===== config.mk =====
export PLATFORM = sky130hd
export DESIGN_NAME = mm4_cell
export DESIGN_NICKNAME = d
export VERILOG_FILES = /design/src/sv/mm4_pkg.sv /design/src/sv/mm4_cell.sv
export SDC_FILE = /design/constraint.sdc
export NUM_CORES = 2
export LEC_CHECK = 0
export BUFFER_PORTS_ARGS = -buffer_cell sky130_fd_sc_hd__buf_2
export CELL_PAD_IN_SITES_DETAIL_PLACEMENT = 0
export CELL_PAD_IN_SITES_GLOBAL_PLACEMENT = 1
export CORE_MARGIN = 5
export CORE_UTILIZATION = 45
export DETAILED_ROUTE_END_ITERATION = 6
export HOLD_SLACK_MARGIN = 0.03
export PLACE_DENSITY_LB_ADDON = 0.1
export SLEW_MARGIN = 20
export SYNTH_ARGS = -nofsm -noshare
export SYNTH_HDL_FRONTEND = slang
export SYNTH_SLANG_ARGS = --single-unit
export TNS_END_PERCENT = 30

===== constraint.sdc =====
create_clock -name clk_i -period 9.2 [get_ports clk_i]
set_input_delay 1.84 -clock clk_i [delete_from_list [all_inputs] [get_ports clk_i]]
set_output_delay 1.84 -clock clk_i [all_outputs]
set_load 0.01 [all_outputs]

===== src/sv/mm4_pkg.sv =====
// ----------------------------------------------------------------------------
// mm4_pkg: shared definitions for the 4x4 matrix multiplier
// Request codes, chain tag type and default widths used by the top level
// and by the dot-product cells.
// ----------------------------------------------------------------------------
package mm4_pkg;

  // Matrix dimension and element index width.
  localparam int unsigned Dim  = 4;
  localparam int unsigned IdxW = 4;

  // Width of the value ports and defaults of the top-level parameters.
  localparam int unsigned ValW             = 32;
  localparam int unsigned DefaultDataWidth = 32;
  localparam int unsigned DefaultFracBits  = 16;

  // Request codes carried by req_type.
  typedef enum logic [1:0] {
    REQ_LOAD_LEFT  = 2'd0,
    REQ_LOAD_RIGHT = 2'd1,
    REQ_MULTIPLY   = 2'd2,
    REQ_NONE       = 2'd3
  } req_e;

  // Control that travels with a partial sum along the chain of cells.
  typedef struct packed {
    logic            valid;
    logic [IdxW-1:0] idx;   // product position, column*4+row
  } tag_t;

endpackage


===== src/sv/mm4_cell.sv =====
// ----------------------------------------------------------------------------
// mm4_cell: one multiply-accumulate cell of the dot-product chain
// Cell k holds column k of the left matrix and row k of the right matrix.
// A word entering with product position (col,row) picks up A[k][row] times
// B[col][k], added to the partial sum handed over by the previous cell.
// ----------------------------------------------------------------------------
module mm4_cell #(
  parameter int unsigned ELEM_W = 32,
  parameter int unsigned SUM_W  = 66
) (
  input  logic                     clk_i,
  input  logic                     rst_ni,
  input  logic                     en_i,
  input  logic                     wr_left_i,
  input  logic                     wr_right_i,
  input  logic [1:0]               wr_slot_i,
  input  logic [ELEM_W-1:0]        wr_data_i,
  input  mm4_pkg::tag_t            tag_i,
  input  logic signed [SUM_W-1:0]  sum_i,
  output mm4_pkg::tag_t            tag_o,
  output logic signed [SUM_W-1:0]  sum_o,
  output logic                     busy_o
);

  localparam int unsigned ProdW = 2 * ELEM_W;

  logic signed [ELEM_W-1:0] left_q  [mm4_pkg::Dim];
  logic signed [ELEM_W-1:0] right_q [mm4_pkg::Dim];

  mm4_pkg::tag_t            tag1_q;
  logic signed [SUM_W-1:0]  sum1_q;
  logic signed [ProdW-1:0]  prod_q;
  logic signed [ProdW-1:0]  prod_d;
  mm4_pkg::tag_t            tag2_q;
  logic signed [SUM_W-1:0]  sum2_q;
  logic signed [SUM_W-1:0]  sum2_d;

  // Operand storage, written by element loads and cleared at reset.
  always_ff @(posedge clk_i or negedge rst_ni) begin
    if (!rst_ni) begin
      for (int i = 0; i < mm4_pkg::Dim; i++) begin
        left_q[i]  <= '0;
        right_q[i] <= '0;
      end
    end else begin
      if (wr_left_i) begin
        left_q[wr_slot_i] <= wr_data_i;
      end
      if (wr_right_i) begin
        right_q[wr_slot_i] <= wr_data_i;
      end
    end
  end

  // The row selects the left operand, the column the right operand.
  assign prod_d = left_q[tag_i.idx[1:0]] * right_q[tag_i.idx[3:2]];
  assign sum2_d = sum1_q + SUM_W'(prod_q);

  // Control of the two stages: product, then accumulate.
  always_ff @(posedge clk_i or negedge rst_ni) begin
    if (!rst_ni) begin
      tag1_q <= '0;
      tag2_q <= '0;
    end else if (en_i) begin
      tag1_q <= tag_i;
      tag2_q <= tag1_q;
    end
  end

  // Data of the two stages.
  always_ff @(posedge clk_i) begin
    if (en_i) begin
      sum1_q <= sum_i;
      prod_q <= prod_d;
      sum2_q <= sum2_d;
    end
  end

  assign tag_o  = tag2_q;
  assign sum_o  = sum2_q;
  assign busy_o = tag1_q.valid | tag2_q.valid;

endmodule


* Word level (Yosys, flattened, before mapping)
Index checks and enable logic that the tools add are counted.
** Cells by class
- $add $sub $neg :: 1
- Multiply operators :: 1
- Div/mod/pow operators :: 0
- Magnitude comparators :: 4
- Equal/unequal tests :: 0
- Shifts and indexed selects :: 0
- Mux-type cells :: 10
- Bitwise operators :: 4
- Reductions and logical operators :: 1
** Operators with widths (count)
- 128-bit bitwise mux :: 2
- 32-bit two-way mux :: 5
- 32-bit binary-select mux with 2-bit select :: 2
- 66-bit by 64-bit adder with 66-bit output :: 1
- 32-bit demux with 2-bit select :: 1
- 32-bit by 32-bit multiplier with 64-bit output :: 1
- 3-bit >= comparator (second input constant) :: 3
- 2-bit NOT with 3-bit output :: 3
- 3-bit by 1-bit < comparator with 1-bit output (second input constant) :: 1
- 1-bit logical AND :: 1
- 1-bit OR :: 1
** Word-level totals
- Flip-flop bits (word level) :: 462
- Bits in latches :: 0
- Memory bits (writable) :: 0
- Memory bits (read-only) :: 0
- Output and inout port bits :: 72
- Word-level logic and storage cells :: 36
- Memories kept :: 0

* Depth between registers and ports, before layout
- Word-level depth :: 6
- Mapped depth :: 37

* Worst setup path before layout
No wires, ideal clock.
- Path kind :: input to register
- Start point :: input tag_i[0] in the netlist's numbering
- End point :: register prod_q[63], data pin
- Setup time :: 0.260 ns
- Data arrival time :: 10.430 ns
- Path slack :: -1.490 ns
- Stages on the path :: 35
- Buffers on the path :: 4
- Path through :: clkbuf_1 -> buf_1 -> mux2i_1 -> nand2_1 -> o21a_1 -> buf_1 -> nand2_1 -> inv_1 -> fa_1 -> inv_1 -> fa_1 -> inv_1 -> fa_1 -> inv_1 -> fa_1 -> inv_1 -> fa_1 -> inv_1 -> fa_1 -> fa_1 -> fa_1 -> inv_1 -> ha_1 -> clkbuf_1 -> a21o_1 -> a21o_1 -> a21oi_1 -> nand3b_1 -> o311ai_1 -> o221ai_1 -> a31oi_2 -> nor3_1 -> a211oi_2 -> o21ai_1 -> xnor2_1
** Between the ends
- Longest elaborated chain between the ends :: 5
** RTL lines
- start, declared :: line mm4_cell.sv:18 : input mm4_pkg::tag_t tag_i,
- 2-bit NOT with 3-bit output (not written as such) :: line mm4_cell.sv:56 : assign prod_d = left_q[tag_i.idx[1:0]] * right_q[tag_i.idx[3:2]];
- 32-bit binary-select mux with 2-bit select :: line mm4_cell.sv:56
- 32-bit two-way mux (not written as such) (2 in series) :: line mm4_cell.sv:56
- 32-bit by 32-bit multiplier with 64-bit output :: line mm4_cell.sv:56
- via prod_d[63] :: line mm4_cell.sv:33 : logic signed [ProdW-1:0] prod_d;
- end signal, assigned :: line mm4_cell.sv:74 : prod_q <= prod_d;
- end, declared :: line mm4_cell.sv:32 : logic signed [ProdW-1:0] prod_q;
The timed path passes the listed nets, and every way through them passes these cells. The select of a mux whose other input is x is not followed.
A chain may end at the register's enable or synchronous reset.

* Final worst setup path
- Start point :: input tag_i[3] in the netlist's numbering
- End point :: register prod_q[61], data pin
Same word-level chain as after synthesis.

==> results.md <==
- R2R Setup Slk: 0.67 ns
- CTS Sinks: 462
- Clk_lat worst skew: 0.69 ns
- Hold Crit Class: reg -> reg
- Arrival @ worst endpoint: 9.87 ns
- Top-count cell post-synth: fa_1
- Post-synth cell types: 82
- Clk buf depth: 3
- Ports: 182
- Fmax: 106 MHz
- Post-synth ARST share: 57.6%
- R2R Path End: prod_q[61]
- CP Capture Type: flip-flop
- ANT nets after route: 0
- Most frequent CP cell: fa_1
- DRC: 0
- Initial antenna violation count: 2
- Max Cap Viol: 0
- Die area: 133000 µm²
- Critical path type: in -> reg
- Startpoint of the worst hold path: left_q[65]
- Slew HR: 23.3%
- Mapped Area: 56800 µm²
- Total GRT Usage: 28.3%
- Starting Density: 45.2%
- Routed wl met2: 87800 µm
- Cell count after synthesis: 5530
- Iter 0 DRT Violations: 2764
- Number of iterations in the first detailed-routing pass: 5
- Largest net degree at the start of global routing: 148
- Mapped Nets: 6972
- Max incr delay on CP: 0.64 ns
- Final nets: 7714
- Critical Path Fanout Max: 8
- Reg2reg path depth: 29
- Placed Cells: 7776
- Failing checks: setup timing
- Layout cells sized above 1: 26.2%
- Max H-tree Level: 2
- Clock skew: 0.0757 ns
- Vias in the first global route: 45500
- Synth top area cells: fa_1 38%, dfrtp_1 12%, edfxtp_1 10%
- Most frequent cells after synthesis: 1083 x fa_1, 1045 x inv_1, 669 x nand2_1
- Port bufs: 181
- Core area: 126000 µm²
- DR WL met3: 10500 µm
- Syn avg cell area: 10.3 µm²
- Status: finished, violations left
- Prevailing post-synth register cell: dfrtp_1
- Final hold viol count: 0
- Fin cells: 7965
- Via density: 5.24
- Worst reg2reg startpoint: right_q[2]
- Detailed placement HPWL: 152000 µm
- Area growth, synth to finish: 21.7%
- Root Driver: clkbuf_16
- Unrepaired setup endpoints after global routing: yes
- DR WL/cell: 23.2 µm
- Worst hold stages: 1
- Final setup viols: 11
- Ys Warns: 0
- Vias post-DR: 41800
- Post-Route M1 WL: 78500 µm
- Top cell type's share of synthesized area: 38.2%
- Endpoint with the worst hold slack: left_q[65]
- FF+latch count, synth: 462
- Seq/Total Area, Yosys: 22.1%
- Number of cell rows: 130
- Post-synth EDFFs: 196
- Measured slew at the worst slew-check pin: 1.15 ns
- GP Congestion: 0.974
- Critical path's slowest cell: fa_2
- Final Max Tran Viols: 0
- Largest area contributor in the netlist: fa_1
- Die span in y: 365 µm
- CTS tree: yes
- Period utilization: 103%
- Die Width: 365 µm
- Startpoint Class: input pin
- Worst Path Required: 9.64 ns
- CTS buffer count: 54
- Routed WL: 185000 µm
- Global route total overflow: 0
- Reg clk slew, reported paths: 0.06 ns
- First-pass GRT wire length: 281000 µm
- Post-route setup slack: -0.236 ns
- Min Clock Period, post-route: 9.44 ns
- Top Layer Used: met4
==> cell families (layout without fill, tap and decap cells) <==
group | count (synthesis) | after routing | share of synthesized area (%)
AND/OR/NAND/NOR | 1377 | 1377 | 9.83
XOR/XNOR | 131 | 131 | 2.02
AO/OA/AOI/OAI | 524 | 524 | 5.91
adder cells (fa/ha/maj) | 1332 | 1332 | 43.7
multiplexers | 386 | 386 | 7.71
flip-flops | 462 | 462 | 22.1
other | 0 | 1 | 0
buffers and inverters | 1318 | 2102 | 8.76
==> stage by stage <==
stage          TNS, ns  hold slack, ns  worst slack (ns)  util, %  cell area [µm²]
4_1_cts         -0.858           0.502            -0.156     54.3            68100
3_3_place_gp    -37.56           0.482             -1.62     51.8            65000
2_1_floorplan    -5.87           0.474            -0.685        -            57200
6_report         -1.27           0.500            -0.236     55.0            69100
3_5_place_dp    -39.37           0.487             -1.65     51.8            65000
5_1_grt          -4.49           0.510            -0.364     55.0            69100
==> sequential cells by signal, indices dropped and copies added, names as in the netlist <==
register,count
left_q,128
prod_q,64
right_q,128
sum1_q,66
sum_o,66
tag1_q,5
tag_o,5
==> routing by layer <==
layer  global-route usage [%]  vias to the layer above
li1                         -                    18600
met1                     37.8                    21600
met2                     47.5                     1244
met3                     3.87                      309
met4                     10.4                        0
met5                        0                        -
==> final cells by class <==
type                       instances  area, µm²
fill                           11300      56500
multi-input combinational       3750      40500
sequential                       462      12500
timing repair buffer             959       8220
inverter                        1045       3930
tap                             1650       2060
clock buffer                      73       1560
clock inverter                    25        268
antenna                            1       2.50
==> worst max-delay path by stage <==
| stage | start | cells after the start | to |
|---|---|---|---|
| after global routing | tag_i[3] | 30 | prod_q[61] |
| after global placement | tag_i[0] | 30 | prod_q[61] |
| after detailed placement | tag_i[0] | 30 | prod_q[61] |
| after floorplan | tag_i[0] | 32 | prod_q[61] |
| final | tag_i[3] | 30 | prod_q[61] |
| after CTS | tag_i[3] | 34 | prod_q[61] |
==> worst max-delay path: cells and delay by family <==
kind                     cells  cell delay, ns
adder cells (fa/ha/maj)      9            4.38
AO/OA/AOI/OAI                6            1.24
buffers and inverters        8            1.03
AND/OR/NAND/NOR              5            0.77
multiplexers                 1            0.43
XOR/XNOR                     1            0.16
==> layout by cell type (no fill, tap or decap), types with 12 or more instances in the layout <==
cell type and count:
fa_1 1031, inv_1 1003, nand2_1 659, buf_4 637
nor2_1 525, mux2_2 314, dfrtp_1 266, ha_1 230
edfxtp_1 196, buf_2 175, a21oi_1 129, buf_12 89
xnor2_1 86, a21o_1 62, clkbuf_16 58, mux2i_1 53
fa_2 52, o21a_1 46, buf_6 45, xor2_1 44
o21ai_0 43, inv_2 41, o21ai_1 40, and2_1 35
nand4_1 31, o21ai_2 27, o21bai_1 25, nand3_1 23
ha_4 18, o21ai_4 17, a21oi_2 15, nand2b_1 14
nor3_1 14, clkinv_2 12
==> repair_timing <==
action	CTS	global route
endpoints found under the setup margin	29	27
hold buffers	0	0
resized for setup	166	171
buffers inserted	55	31
cloned	4	2
pin swaps	54	108
Power is not shown: default switching activity piles up to over one toggle a cycle in this logic, so the estimate is an artifact.
